## config.mk

```make
export PLATFORM = sky130hd
export DESIGN_NAME = number_to_ascii_formatter_core_flat
export DESIGN_NICKNAME = d
export VERILOG_FILES = /design/src/rtl/n2a_pkg.sv /design/src/rtl/n2a_req_if.sv /design/src/rtl/n2a_rsp_if.sv /design/src/rtl/number_to_ascii_formatter_core.sv /design/src/rtl/n2a_front.sv /design/src/rtl/n2a_queue.sv /design/src/rtl/n2a_back.sv /design/src/flat_wrapper.sv
export SDC_FILE = /design/constraint.sdc
export NUM_CORES = 1
export LEC_CHECK = 0
export ABC_AREA = 1
export BUFFER_PORTS_ARGS = -buffer_cell sky130_fd_sc_hd__buf_2
export CAP_MARGIN = 10
export CORE_ASPECT_RATIO = 1.75
export CORE_MARGIN = 4
export CORE_UTILIZATION = 40
export DETAILED_ROUTE_END_ITERATION = 16
export RECOVER_POWER = 50
export SYNTH_ARGS = -nofsm -noshare
export SYNTH_HDL_FRONTEND = slang
export SYNTH_SLANG_ARGS = --single-unit
```

## constraint.sdc

```tcl
create_clock -name clock -period 6.2 [get_ports clock]
set_input_delay 0.93 -clock clock [delete_from_list [all_inputs] [get_ports clock]]
set_output_delay 0.93 -clock clock [all_outputs]
set_load 0.05 [all_outputs]
```

## src/rtl/n2a_pkg.sv

```systemverilog
// ----------------------------------------------------------------------------
// n2a_pkg
// Shared types and constants for the number to ascii formatter.
// ----------------------------------------------------------------------------
package n2a_pkg;

   localparam int FUNC_W      = 2;
   localparam int VALUE_W     = 32;
   localparam int CHAR_W      = 8;
   localparam int DIGIT_W     = 4;
   localparam int DEC_DIGITS  = 10;
   localparam int DIGITS_BITS = DEC_DIGITS * DIGIT_W;
   localparam int NDIG_W      = $clog2(DEC_DIGITS + 1);

   localparam int QUEUE_DEPTH_DEF = 2;

   localparam logic [CHAR_W-1:0] CHAR_ZERO = 8'h30;
   localparam logic [CHAR_W-1:0] CHAR_X    = 8'h78;
   localparam logic [CHAR_W-1:0] CHAR_A    = 8'h41;
   localparam logic [CHAR_W-1:0] DEC_BASE  = 8'd10;

   typedef enum logic [FUNC_W-1:0] {
      FUNC_DEC32 = 2'd0,
      FUNC_HEX8  = 2'd1,
      FUNC_HEX16 = 2'd2,
      FUNC_HEX32 = 2'd3
   } func_type;

   // one formatting job: digits least significant first, ndig of them are written
   typedef struct packed {
      logic                                hex;
      logic [NDIG_W-1:0]                   ndig;
      logic [DEC_DIGITS-1:0][DIGIT_W-1:0] digits;
   } entry_type;

endpackage

```

## src/rtl/n2a_req_if.sv

```systemverilog
// ----------------------------------------------------------------------------
// n2a_req_if
// Request channel: format code and value, valid/ready handshake.
// ----------------------------------------------------------------------------
interface n2a_req_if;
   import n2a_pkg::*;

   logic               valid;
   logic               ready;
   logic [FUNC_W-1:0]  func;
   logic [VALUE_W-1:0] value;

   modport source (output valid, output func, output value, input ready);
   modport sink (input valid, input func, input value, output ready);
endinterface

```

## src/rtl/n2a_rsp_if.sv

```systemverilog
// ----------------------------------------------------------------------------
// n2a_rsp_if
// Response channel: one ascii character per transfer, last flags the end.
// ----------------------------------------------------------------------------
interface n2a_rsp_if;
   import n2a_pkg::*;

   logic              valid;
   logic              ready;
   logic [CHAR_W-1:0] character;
   logic              last;

   modport source (output valid, output character, output last, input ready);
   modport sink (input valid, input character, input last, output ready);
endinterface

```

## src/rtl/number_to_ascii_formatter_core.sv

```systemverilog
// ----------------------------------------------------------------------------
// number_to_ascii_formatter_core
// Formats an unsigned value as decimal or 0x-prefixed upper-case hex text.
// ----------------------------------------------------------------------------
// req_ch carries func (0 decimal, 1 hex8, 2 hex16, 3 hex32) and a 32-bit
// value; rsp_ch returns the text one ascii character per transfer, with
// last high on the final character. Decimal text has no leading zeros,
// hex text is "0x" and 2, 4 or 8 digits.
// The front part holds one request at a time: a hex request goes straight
// to its job, a decimal request first runs shift-and-add-3 bcd conversion
// over the value bits, and each then hands its job to the queue.
// The back part sends one character per cycle from the queue head while
// the receiver is ready, and picks up each new job before its first
// character. The queue lets the front take a new request while the back
// still sends earlier text; the pace is set by the bcd conversion loop
// for decimal values and by the character count for hex values.
// A stalled receiver holds the response register; the queue then fills
// and the front stops taking requests.
// Reset clears the controller state and the queue; no clearing pass.
// ----------------------------------------------------------------------------
module number_to_ascii_formatter_core #(
   parameter int QUEUE_DEPTH = n2a_pkg::QUEUE_DEPTH_DEF
) (
   input  logic      clock,
   input  logic      reset,
   n2a_req_if.sink   req_ch,
   n2a_rsp_if.source rsp_ch
);
   import n2a_pkg::*;

   logic      push_valid, push_ready;
   entry_type push_entry;
   logic      pop_valid, pop_ready;
   entry_type pop_entry;

   n2a_front u_front (
      .clock      (clock),
      .reset      (reset),
      .req_ch     (req_ch),
      .push_valid (push_valid),
      .push_ready (push_ready),
      .push_entry (push_entry)
   );

   n2a_queue #(
      .DEPTH (QUEUE_DEPTH)
   ) u_queue (
      .clock      (clock),
      .reset      (reset),
      .push_valid (push_valid),
      .push_ready (push_ready),
      .push_entry (push_entry),
      .pop_valid  (pop_valid),
      .pop_ready  (pop_ready),
      .pop_entry  (pop_entry)
   );

   n2a_back u_back (
      .clock     (clock),
      .reset     (reset),
      .pop_valid (pop_valid),
      .pop_ready (pop_ready),
      .pop_entry (pop_entry),
      .rsp_ch    (rsp_ch)
   );

endmodule

```

## src/rtl/n2a_front.sv

```systemverilog
// ----------------------------------------------------------------------------
// n2a_front
// Accepts requests, turns decimal values into bcd by shift-and-add-3 and
// builds a digit job for the queue.
// ----------------------------------------------------------------------------
module n2a_front (
   input  logic              clock,
   input  logic              reset,
   n2a_req_if.sink           req_ch,
   output logic              push_valid,
   input  logic              push_ready,
   output n2a_pkg::entry_type push_entry
);
   import n2a_pkg::*;

   localparam int CNT_W = $clog2(VALUE_W);

   typedef enum logic [2:0] {
      ST_IDLE    = 3'b001,
      ST_CONVERT = 3'b010,
      ST_PUSH    = 3'b100
   } state_type;

   state_type                          state_ff, state_in;
   logic [VALUE_W-1:0]                 bin_ff, bin_in;
   logic [DEC_DIGITS-1:0][DIGIT_W-1:0] bcd_ff, bcd_in;
   logic [CNT_W-1:0]                   bit_cnt_ff, bit_cnt_in;
   entry_type                          entry_ff, entry_in;

   function automatic logic [DEC_DIGITS-1:0][DIGIT_W-1:0] dabble_adjust(
      input logic [DEC_DIGITS-1:0][DIGIT_W-1:0] bcd);
      logic [DEC_DIGITS-1:0][DIGIT_W-1:0] res;
      for (int i = 0; i < DEC_DIGITS; i++) begin
         res[i] = (bcd[i] >= DIGIT_W'(5)) ? bcd[i] + DIGIT_W'(3) : bcd[i];
      end
      return res;
   endfunction

   // significant digit count, at least one so that zero gives "0"
   function automatic logic [NDIG_W-1:0] count_digits(
      input logic [DEC_DIGITS-1:0][DIGIT_W-1:0] bcd);
      logic [NDIG_W-1:0] n;
      n = NDIG_W'(1);
      for (int i = 1; i < DEC_DIGITS; i++) begin
         if (bcd[i] != '0) n = NDIG_W'(i + 1);
      end
      return n;
   endfunction

   always_comb begin
      state_in   = state_ff;
      bin_in     = bin_ff;
      bcd_in     = bcd_ff;
      bit_cnt_in = bit_cnt_ff;
      entry_in   = entry_ff;
      case (state_ff)
         ST_IDLE: begin
            if (req_ch.valid) begin
               case (func_type'(req_ch.func))
                  FUNC_DEC32: begin
                     bin_in     = req_ch.value;
                     bcd_in     = '0;
                     bit_cnt_in = '0;
                     state_in   = ST_CONVERT;
                  end
                  FUNC_HEX8: begin
                     entry_in.hex    = 1'b1;
                     entry_in.ndig   = NDIG_W'(2);
                     entry_in.digits = DIGITS_BITS'(req_ch.value[7:0]);
                     state_in        = ST_PUSH;
                  end
                  FUNC_HEX16: begin
                     entry_in.hex    = 1'b1;
                     entry_in.ndig   = NDIG_W'(4);
                     entry_in.digits = DIGITS_BITS'(req_ch.value[15:0]);
                     state_in        = ST_PUSH;
                  end
                  FUNC_HEX32: begin
                     entry_in.hex    = 1'b1;
                     entry_in.ndig   = NDIG_W'(8);
                     entry_in.digits = DIGITS_BITS'(req_ch.value);
                     state_in        = ST_PUSH;
                  end
                  default: begin
                     state_in = ST_IDLE;
                  end
               endcase
            end
         end
         ST_CONVERT: begin
            bcd_in     = {DIGITS_BITS'(dabble_adjust(bcd_ff)) << 1} | DIGITS_BITS'(bin_ff[VALUE_W-1]);
            bin_in     = {bin_ff[VALUE_W-2:0], 1'b0};
            bit_cnt_in = bit_cnt_ff + CNT_W'(1);
            if (bit_cnt_ff == CNT_W'(VALUE_W - 1)) begin
               entry_in.hex    = 1'b0;
               entry_in.digits = bcd_in;
               entry_in.ndig   = count_digits(bcd_in);
               state_in        = ST_PUSH;
            end
         end
         ST_PUSH: begin
            if (push_ready) state_in = ST_IDLE;
         end
         default: begin
            state_in = ST_IDLE;
         end
      endcase
   end

   always_ff @(posedge clock) begin
      if (reset) begin
         state_ff <= ST_IDLE;
      end else begin
         state_ff <= state_in;
      end
      bin_ff     <= bin_in;
      bcd_ff     <= bcd_in;
      bit_cnt_ff <= bit_cnt_in;
      entry_ff   <= entry_in;
   end

   assign req_ch.ready = (state_ff == ST_IDLE);
   assign push_valid   = (state_ff == ST_PUSH);
   assign push_entry   = entry_ff;

   a_dec_ndig_range: assert property (@(posedge clock) disable iff (reset)
      (push_valid && !entry_ff.hex) |->
         (entry_ff.ndig >= NDIG_W'(1) && entry_ff.ndig <= NDIG_W'(DEC_DIGITS)))
      else $error("decimal job with bad digit count");

   a_convert_exit: assert property (@(posedge clock) disable iff (reset)
      (state_ff == ST_CONVERT && bit_cnt_ff == CNT_W'(VALUE_W - 1)) |=> (state_ff == ST_PUSH))
      else $error("conversion did not finish after the last shift");

endmodule

```

## src/rtl/n2a_queue.sv

```systemverilog
// ----------------------------------------------------------------------------
// n2a_queue
// Small fifo of digit jobs between the front and back parts.
// ----------------------------------------------------------------------------
module n2a_queue #(
   parameter int DEPTH = n2a_pkg::QUEUE_DEPTH_DEF
) (
   input  logic               clock,
   input  logic               reset,
   input  logic               push_valid,
   output logic               push_ready,
   input  n2a_pkg::entry_type push_entry,
   output logic               pop_valid,
   input  logic               pop_ready,
   output n2a_pkg::entry_type pop_entry
);
   import n2a_pkg::*;

   localparam int PTR_W = (DEPTH > 1) ? $clog2(DEPTH) : 1;
   localparam int CNT_W = $clog2(DEPTH + 1);

   entry_type        mem_ff [DEPTH];
   logic [PTR_W-1:0] wr_ptr_ff, wr_ptr_in;
   logic [PTR_W-1:0] rd_ptr_ff, rd_ptr_in;
   logic [CNT_W-1:0] count_ff, count_in;
   logic             do_push, do_pop;

   assign push_ready = (count_ff != CNT_W'(DEPTH));
   assign pop_valid  = (count_ff != '0);
   assign do_push    = push_valid && push_ready;
   assign do_pop     = pop_valid && pop_ready;
   assign pop_entry  = mem_ff[rd_ptr_ff];

   always_comb begin
      wr_ptr_in = wr_ptr_ff;
      rd_ptr_in = rd_ptr_ff;
      count_in  = count_ff;
      if (do_push) begin
         wr_ptr_in = (wr_ptr_ff == PTR_W'(DEPTH - 1)) ? '0 : wr_ptr_ff + PTR_W'(1);
      end
      if (do_pop) begin
         rd_ptr_in = (rd_ptr_ff == PTR_W'(DEPTH - 1)) ? '0 : rd_ptr_ff + PTR_W'(1);
      end
      if (do_push && !do_pop) count_in = count_ff + CNT_W'(1);
      if (do_pop && !do_push) count_in = count_ff - CNT_W'(1);
   end

   always_ff @(posedge clock) begin
      if (reset) begin
         wr_ptr_ff <= '0;
         rd_ptr_ff <= '0;
         count_ff  <= '0;
      end else begin
         wr_ptr_ff <= wr_ptr_in;
         rd_ptr_ff <= rd_ptr_in;
         count_ff  <= count_in;
      end
      if (do_push) mem_ff[wr_ptr_ff] <= push_entry;
   end

   a_empty_ptrs: assert property (@(posedge clock) disable iff (reset)
      (count_ff == '0) |-> (rd_ptr_ff == wr_ptr_ff))
      else $error("queue empty but pointers differ");

endmodule

```

## src/rtl/n2a_back.sv

```systemverilog
// ----------------------------------------------------------------------------
// n2a_back
// Walks one digit job and sends its characters, prefix first, through a
// registered response stage.
// ----------------------------------------------------------------------------
module n2a_back (
   input  logic               clock,
   input  logic               reset,
   input  logic               pop_valid,
   output logic               pop_ready,
   input  n2a_pkg::entry_type pop_entry,
   n2a_rsp_if.source          rsp_ch
);
   import n2a_pkg::*;

   localparam int IDX_W = $clog2(DEC_DIGITS);

   logic                               busy_ff, busy_in;
   logic [1:0]                         pfx_ff, pfx_in;
   logic [NDIG_W-1:0]                  rem_ff, rem_in;
   logic [DEC_DIGITS-1:0][DIGIT_W-1:0] digits_ff, digits_in;
   logic                               rsp_valid_ff, rsp_valid_in;
   logic [CHAR_W-1:0]                  char_ff, char_in;
   logic                               last_ff, last_in;
   logic                               out_free;
   logic [IDX_W-1:0]                   digit_idx;
   logic [DIGIT_W-1:0]                 cur_nib;

   function automatic logic [CHAR_W-1:0] to_ascii(input logic [DIGIT_W-1:0] nib);
      logic [CHAR_W-1:0] wide;
      wide = CHAR_W'(nib);
      return (wide < DEC_BASE) ? wide + CHAR_ZERO : wide - DEC_BASE + CHAR_A;
   endfunction

   assign out_free  = !rsp_valid_ff || rsp_ch.ready;
   assign pop_ready = !busy_ff;
   assign digit_idx = IDX_W'(rem_ff - NDIG_W'(1));
   assign cur_nib   = digits_ff[digit_idx];

   always_comb begin
      busy_in      = busy_ff;
      pfx_in       = pfx_ff;
      rem_in       = rem_ff;
      digits_in    = digits_ff;
      rsp_valid_in = rsp_valid_ff;
      char_in      = char_ff;
      last_in      = last_ff;
      if (out_free) rsp_valid_in = 1'b0;
      if (busy_ff && out_free) begin
         rsp_valid_in = 1'b1;
         if (pfx_ff != 2'd0) begin
            char_in = (pfx_ff == 2'd2) ? CHAR_ZERO : CHAR_X;
            last_in = 1'b0;
            pfx_in  = pfx_ff - 2'd1;
         end else begin
            char_in = to_ascii(cur_nib);
            last_in = (rem_ff == NDIG_W'(1));
            rem_in  = rem_ff - NDIG_W'(1);
            if (rem_ff == NDIG_W'(1)) busy_in = 1'b0;
         end
      end
      if (!busy_ff && pop_valid) begin
         busy_in   = 1'b1;
         pfx_in    = pop_entry.hex ? 2'd2 : 2'd0;
         rem_in    = pop_entry.ndig;
         digits_in = pop_entry.digits;
      end
   end

   always_ff @(posedge clock) begin
      if (reset) begin
         busy_ff      <= 1'b0;
         rsp_valid_ff <= 1'b0;
      end else begin
         busy_ff      <= busy_in;
         rsp_valid_ff <= rsp_valid_in;
      end
      pfx_ff    <= pfx_in;
      rem_ff    <= rem_in;
      digits_ff <= digits_in;
      char_ff   <= char_in;
      last_ff   <= last_in;
   end

   assign rsp_ch.valid     = rsp_valid_ff;
   assign rsp_ch.character = char_ff;
   assign rsp_ch.last      = last_ff;

   a_busy_has_digits: assert property (@(posedge clock) disable iff (reset)
      busy_ff |-> (rem_ff != '0))
      else $error("job active with no digits left");

   a_last_ends_job: assert property (@(posedge clock) disable iff (reset)
      (busy_ff && out_free && pfx_ff == 2'd0 && rem_ff == NDIG_W'(1)) |=>
         (!busy_ff && rsp_ch.valid && rsp_ch.last))
      else $error("final digit did not close the job");

endmodule
```

## src/flat_wrapper.sv

```systemverilog
// flat-port wrapper written by rule: the top's interface ports become plain ports
module number_to_ascii_formatter_core_flat import n2a_pkg::*;
#(
   parameter int QUEUE_DEPTH = n2a_pkg::QUEUE_DEPTH_DEF
)
  (clock, reset, req_ch_valid, req_ch_func, req_ch_value, req_ch_ready, rsp_ch_valid, rsp_ch_character, rsp_ch_last, rsp_ch_ready);
  n2a_req_if req_ch_i ();
  n2a_rsp_if rsp_ch_i ();
  input  logic clock;
  input  logic reset;
  input wire logic [$bits(req_ch_i.valid)-1:0] req_ch_valid;
  input wire logic [$bits(req_ch_i.func)-1:0] req_ch_func;
  input wire logic [$bits(req_ch_i.value)-1:0] req_ch_value;
  output wire logic [$bits(req_ch_i.ready)-1:0] req_ch_ready;
  output wire logic [$bits(rsp_ch_i.valid)-1:0] rsp_ch_valid;
  output wire logic [$bits(rsp_ch_i.character)-1:0] rsp_ch_character;
  output wire logic [$bits(rsp_ch_i.last)-1:0] rsp_ch_last;
  input wire logic [$bits(rsp_ch_i.ready)-1:0] rsp_ch_ready;
  assign req_ch_i.valid = req_ch_valid;
  assign req_ch_i.func = req_ch_func;
  assign req_ch_i.value = req_ch_value;
  assign req_ch_ready = req_ch_i.ready;
  assign rsp_ch_valid = rsp_ch_i.valid;
  assign rsp_ch_character = rsp_ch_i.character;
  assign rsp_ch_last = rsp_ch_i.last;
  assign rsp_ch_i.ready = rsp_ch_ready;
  number_to_ascii_formatter_core #(.QUEUE_DEPTH(QUEUE_DEPTH)) u_core (.clock(clock), .reset(reset), .req_ch(req_ch_i), .rsp_ch(rsp_ch_i));
endmodule
```

Yosys cells after proc, flatten, opt, wreduce, memory -nomap -nowiden
Memory sizes are Yosys's and may differ from the RTL's. A register that Yosys moved wholly into a read port is not among the register bits. Cells that the tools add are included.

Add/subtract/negate cells: 20. $mul: 0. Divide/modulo/power cells: 0. $lt $le $gt $ge: 12. Equality and inequality tests: 16. Shift-type cells: 0. Muxes and demuxes: 63. Bitwise logic cells: 1. Reductions and logical operators: 35.

Operators by type and width (number): one-hot mux 45 bit (3 select lines) (1); 2-to-1 mux 45 bit (2); one-hot mux 45 bit (2 select lines) (1); 2-to-1 mux 4 bit (21); 2-to-1 mux 40 bit (2); one-hot mux 40 bit (2 select lines) (1); 2-to-1 mux 32 bit (2); one-hot mux 32 bit (2 select lines) (1); greater-or-equal comparator 4 x 3 -> 1 bit, second input constant (10); OR 40 x 1 -> 40 bit (1); adder 4 x 2 -> 4 bit, second input constant (9); nonzero test 4 bit (9); binary-select mux 4 bit (select 4 bit) (1); 2-to-1 mux 8 bit (2); nonzero test 2 bit (8); 2-to-1 mux 2 bit (7); 2-to-1 mux 1 bit (12); 2-to-1 mux 3 bit (4); 2-to-1 mux 5 bit (2); one-hot mux 5 bit (2 select lines) (1); one-hot mux 3 bit (3 select lines) (1); AND reduction 3 bit (3); adder 8 x 7 -> 8 bit, second input constant (1); adder 4 x 6 -> 7 bit, second input constant (1); other kinds (28) (44).

Bits in registers: 186. Latch bits: 0. Bits in writable memories: 90. Bits in read-only memories: 0. Input bits: 38. Word-level logic and storage cells: 192. Memories kept: 1.

Memories: u_core.u_queue.mem_ff (words 2, width 45, read ports 1, clocked after Yosys merged registers in 1, wr ports 1, line n2a_queue.sv:22) `entry_type mem_ff [DEPTH];`.

Depth between registers and ports, before layout
Word-level depth: 15. Mapped depth: 19. Gate-level depth less buffers: 18.

Cells and area by module
Synthesis repeated with hierarchy kept, for this count alone.

Cell total of the unflattened synthesis: 1015. Area, all modules: 12273.0 um2.

By module, submodules not included: n2a_front (instances 1, cells an instance 603, area an instance 6079.6 um2, sequential area each 3723.6 um2); n2a_queue (instances 1, cells an instance 178, area an instance 3692.3 um2, sequential area each 2802.7 um2); n2a_back (instances 1, cells an instance 234, area an instance 2501.1 um2, sequential area each 1661.6 um2).

Worst setup path before layout
OpenSTA, ideal clock, no wires.

Path kind: register -> register. From: register u_core.u_front.state_ff[0]. To: register u_core.u_front.entry_ff, in the netlist u_core.u_front.push_entry[0], enable pin. Data arrival time: 5.207 ns. Required time: 5.687 ns. Slack: 0.481 ns. Cell stages (with the launch flop): 6. Buffers on the path: 0. Clock period less this slack: 5.719 ns. Cell sequence: dfxtp_1 -> inv_1 -> nor3_1 -> inv_1 -> nand2_1 -> nor3b_1.

Cells in the longest elaborated chain, start to end: 3.

Ends and longest elaborated chain: start: declaration (line n2a_front.sv:24) `state_type state_ff, state_in;`; start signal: assignment (line n2a_front.sv:114) `state_ff <= state_in;`; == test 3 x 1 -> 1 bit (*); via req_ch_ready (line flat_wrapper.sv:14) `output wire logic [$bits(req_ch_i.ready)-1:0] req_ch_ready;`; inequality test 4 x 1 -> 1 bit (no line) (tied with other cells); AND reduction 4 bit (no line) (*); end signal: assignment (line n2a_front.sv:119) `entry_ff <= entry_in;`; end: declaration (line n2a_front.sv:28) `entry_type entry_ff, entry_in;`.

The timed path passes the listed nets; every way through them passes the cells marked *. A chain may end at the register's enable or synchronous reset.

Final worst setup path
From: register u_core.u_front.state_ff[1]. To: register u_core.u_front.bcd_ff[35] in the netlist's numbering, enable pin.

Cells in the longest elaborated chain, start to end: 3.

Ends and longest elaborated chain: == test 3 x 1 -> 1 bit / == test 3 x 2 -> 1 bit (equally long branches) (line n2a_front.sv:56) `case (state_ff)`; inequality test 2 x 1 -> 1 bit (no line) (tied with other cells); AND reduction 3 bit (no line) (*); end signal: assignment (line n2a_front.sv:117) `bcd_ff <= bcd_in;`; end: declaration (line n2a_front.sv:26) `logic [DEC_DIGITS-1:0][DIGIT_W-1:0] bcd_ff, bcd_in;`.

Mark *: on every way between the ends. The rest lies on a longest branch, timed or not.

==> results.yml <==
place:
  placed_cell_area_mm2: 0.0126
  gp_congestion: 0.792
  hpwl_mm: 15.3
  port-buffer-count: 47
final_layout:
  final-seq-area_mm2: 0.00819
  final_layout_size_suffix_gt1_frac: 0.136
  antenna_cells_inserted: 0
  nFillCells: 2683
  synth_to_final_area_change_pct: 12.9
  finish.utilization: 0.458
  postLayoutCellArea_mm2: 0.0134
  final_nets: 1112
  multi_input_area_mm2: 0.00326
clock_network:
  cts.htree.levels: 1
  hold_buffers: 0
  insertion_delay_ns: 0.53
  clk_pin_slew_worst_paths_ns: 0.06
  cts_root_buf: "sky130_fd_sc_hd__clkbuf_16"
  clk_path_buf_depth: 3
  cts_num_sinks: 276
  cts_repair_resized_insts: 0
  cts_tree: "built"
  tritoncts.num_buffers: 26
  postCtsSetupRepairBufs: 0
sta:
  maxSlewHeadroom: -0.841
  tightest_slew_ns: 2.76
  finalSetupViolCount: 0
  timing.setup.tns_ns: 0
  min_period_ns: 3.61
  clock.fmax_mhz: 277
  count_of_final_hold_check_violations: 0
  final_min_period_over_clock_period: 0.582
  skew_ns: 0.00897
  rsz0062_at_grt: "no"
  maxSlewViolCount: 200
worst_hold_path:
  hold_class: "flop to flop"
pwr:
  worst_case_vdd_ir_drop_v: 0.000254
  p_leak_nw: 5.08
  power.total_mw: 5.78
  power-per-cell-area_mw_per_mm2: 430
critical_path:
  path_class: "flop to flop"
  critical-path-top-cell-by-count: "sky130_fd_sc_hd__buf_4"
  cp.required_ns: 6.39
  cp.arrival_ns: 3.80
  cp_num_buf_inv: 4
  crit_path_end_kind: "flop"
  critical_path.top_delay_family: "buffers and inverters"
  timing.critical_path.from_type: "flop"
  worstPathCellList: "inv_1 -> nor3_1 -> buf_4 -> clkinv_2 -> nand2_1 -> o211a_4 -> buf_4"
  timing.critical_path.slowest_stage_cell: "sky130_fd_sc_hd__clkinv_2"
  path_max_fanout: 53
  critical-path-max-stage-delay_ns: 0.68
yosys:
  synth_edf_count: 266
  ys_warn_count: 0
  post_synthesis_cell_area_mm2: 0.0119
  post_synth.cell_area_avg_um2: 12.1
  synth_top_cell_area_share: 0.671
  postSynthNetCount: 1055
  library_cell_with_the_largest_summed_area_after_synthesis: "sky130_fd_sc_hd__edfxtp_1"
  dominantRegCellSynth: "sky130_fd_sc_hd__edfxtp_1"
  postSynthRegisterBits: 276
  synth_cells: 981
  synthDistinctLibCells: 39
  synth.area.top_cells: "sky130_fd_sc_hd__edfxtp_1 (67%), sky130_fd_sc_hd__nand2_1 (6.4%), sky130_fd_sc_hd__ha_1 (3.8%)"
  synth.yosys.seq_area_share: 0.687
  synth_async_sr_flop_share: 0
drt:
  drt_iter0_markers: 442
  route.antenna.remaining_nets: 0
  detailed_route_wire_length_per_cell_um: 15.5
  dr.pass1.iters: 5
  vias: 6977
  drt_wl_total_mm: 22.4
  route.detailed.vias_per_inst: 4.85
  route.detailed.drc: 0
floorplan:
  die-width_um: 138
  design.core.area_mm2: 0.0294
  floorplan.die.height_um: 236
  die-area_mm2: 0.0327
  floorplan.initialDensity: 0.405
  placementRows: 83
  boundaryPins: 49
flow_run:
  max_cap_violations: 4
global_routing:
  number_of_antenna_violations_at_the_first_check_in_global_routing: 0
  grtUsageTotal: 0.138
  grt_start_max_net_pins: 57
  via_count_of_the_first_global_routing_pass: 7312
  global_route.overflow_total: 0
  grt_first_pass_wirelength_mm: 36.6
status:
  violations: "capacitance limit, slew limit"
  outcome: "complete, but fails checks"
## registers in the layout, summed over array words and instances, names as in the netlist, named ones only
signal                          flops
u_core.u_queue.count_ff             2
u_core.u_back.rsp_ch.valid          1
u_core.u_front.bit_cnt_ff           5
u_core.u_back.rem_ff                4
u_core.u_back.digits_ff            40
u_core.u_front.bin_ff              32
u_core.u_front.push_entry          45
u_core.u_back.busy_ff               1
u_core.u_front.state_ff             3
u_core.u_back.rsp_ch.character      7
u_core.u_back.rsp_ch.last           1
u_core.u_front.bcd_ff              40
u_core.u_queue.rd_ptr_ff            1
u_core.u_queue.wr_ptr_ff            1
u_core.u_queue.mem_ff              90
u_core.u_back.pfx_ff                2
## report_power, final
part / leakage, nW / internal (mW) / total (mW) / switching, mW
clock network: 0.404 / 0.886 / 1.57 / 0.685
logic: 2.13 / 0.512 / 1.51 / 0.995
registers: 2.55 / 2.55 / 2.70 / 0.147
## worst register-to-register path, delay by kind of cell (launching register included)
| kind | cells | cell delay (ns) |
|---|---|---|
| compound gates | 1 | 0.65 |
| flops | 1 | 0.36 |
| buf+inv | 4 | 1.72 |
| simple gates | 2 | 0.52 |
## per-stage QoR
| step | setup WS [ns] | std cells | hold slack, ns |
|---|---|---|---|
| final | 2.59 | 1440 | 0.447 |
| after floorplan | 0.481 | 981 | 0.421 |
| after CTS | 2.60 | 1440 | 0.447 |
| after global placement | 2.68 | 1392 | 0.425 |
| after global routing | 2.22 | 1440 | 0.465 |
| after detailed placement | 2.62 | 1392 | 0.431 |
## Yosys cell counts (5+ instances only)
master / instances
sky130_fd_sc_hd__a21oi_1: 15
sky130_fd_sc_hd__buf_1: 8
sky130_fd_sc_hd__clkbuf_1: 15
sky130_fd_sc_hd__dfxtp_1: 10
sky130_fd_sc_hd__edfxtp_1: 266
sky130_fd_sc_hd__ha_1: 36
sky130_fd_sc_hd__inv_1: 96
sky130_fd_sc_hd__inv_2: 5
sky130_fd_sc_hd__mux2_2: 40
sky130_fd_sc_hd__nand2_1: 204
sky130_fd_sc_hd__nand3_1: 20
sky130_fd_sc_hd__nand4_1: 5
sky130_fd_sc_hd__nor2_1: 102
sky130_fd_sc_hd__nor3_1: 6
sky130_fd_sc_hd__o211ai_1: 10
sky130_fd_sc_hd__o21ai_0: 66
sky130_fd_sc_hd__o22ai_1: 28
sky130_fd_sc_hd__xor2_1: 14
## layout by cell type (no fill, tap or decap), drive strengths merged, types with 28 or more instances in the layout
cell type,synthesis,routed
edfxtp,266,266
nand2,204,204
nor2,103,103
inv,101,103
o21ai,72,72
buf,12,52
mux2,40,40
ha,36,36
clkbuf,16,34
o22ai,28,28
## path summary, 6_finish.rpt
check / start / cells after the start / slack [ns] / to
min: u_core.u_front.push_entry[24] / 0 / 0.45 / u_core.u_queue.mem_ff[0][24]
min reg2reg: u_core.u_front.push_entry[24] / 0 / 0.45 / u_core.u_queue.mem_ff[0][24]
max: u_core.u_front.state_ff[1] / 7 / 2.59 / u_core.u_front.bcd_ff[35]
max reg2reg: u_core.u_front.state_ff[1] / 7 / 2.59 / u_core.u_front.bcd_ff[35]
## cell families (layout without fill, tap and decap cells)
family                   count (synthesis)  in the layout  share of synthesized area
AO/OA/AOI/OAI                          130            130                     0.0619
adder cells (fa/ha/maj)                 36             36                     0.0378
XOR/XNOR                                16             16                     0.0130
flip-flops                             276            276                      0.687
multiplexers                            42             42                     0.0395
buffers and inverters                  129            206                     0.0414
other                                    1              1                   0.000315
AND/OR/NAND/NOR                        351            351                      0.119
## final cells by class
cell class | count | area share
tap | 382 | 0.0355
multi-input combinational | 576 | 0.243
clock buffer | 29 | 0.0508
sequential | 276 | 0.609
inverter | 101 | 0.0283
timing repair buffer | 57 | 0.0217
clock inverter | 19 | 0.0123
## layer usage
metal / part of all wire / track usage / wire length (um)
met1: 0.40 / 0.153 / 8870
met2: 0.54 / 0.263 / 12200
met3: 0.032 / 0.0187 / 708
met4: 0.028 / 0.0503 / 637
met5: 0 / 0 / 0
Power figures use the tool's default switching activity.
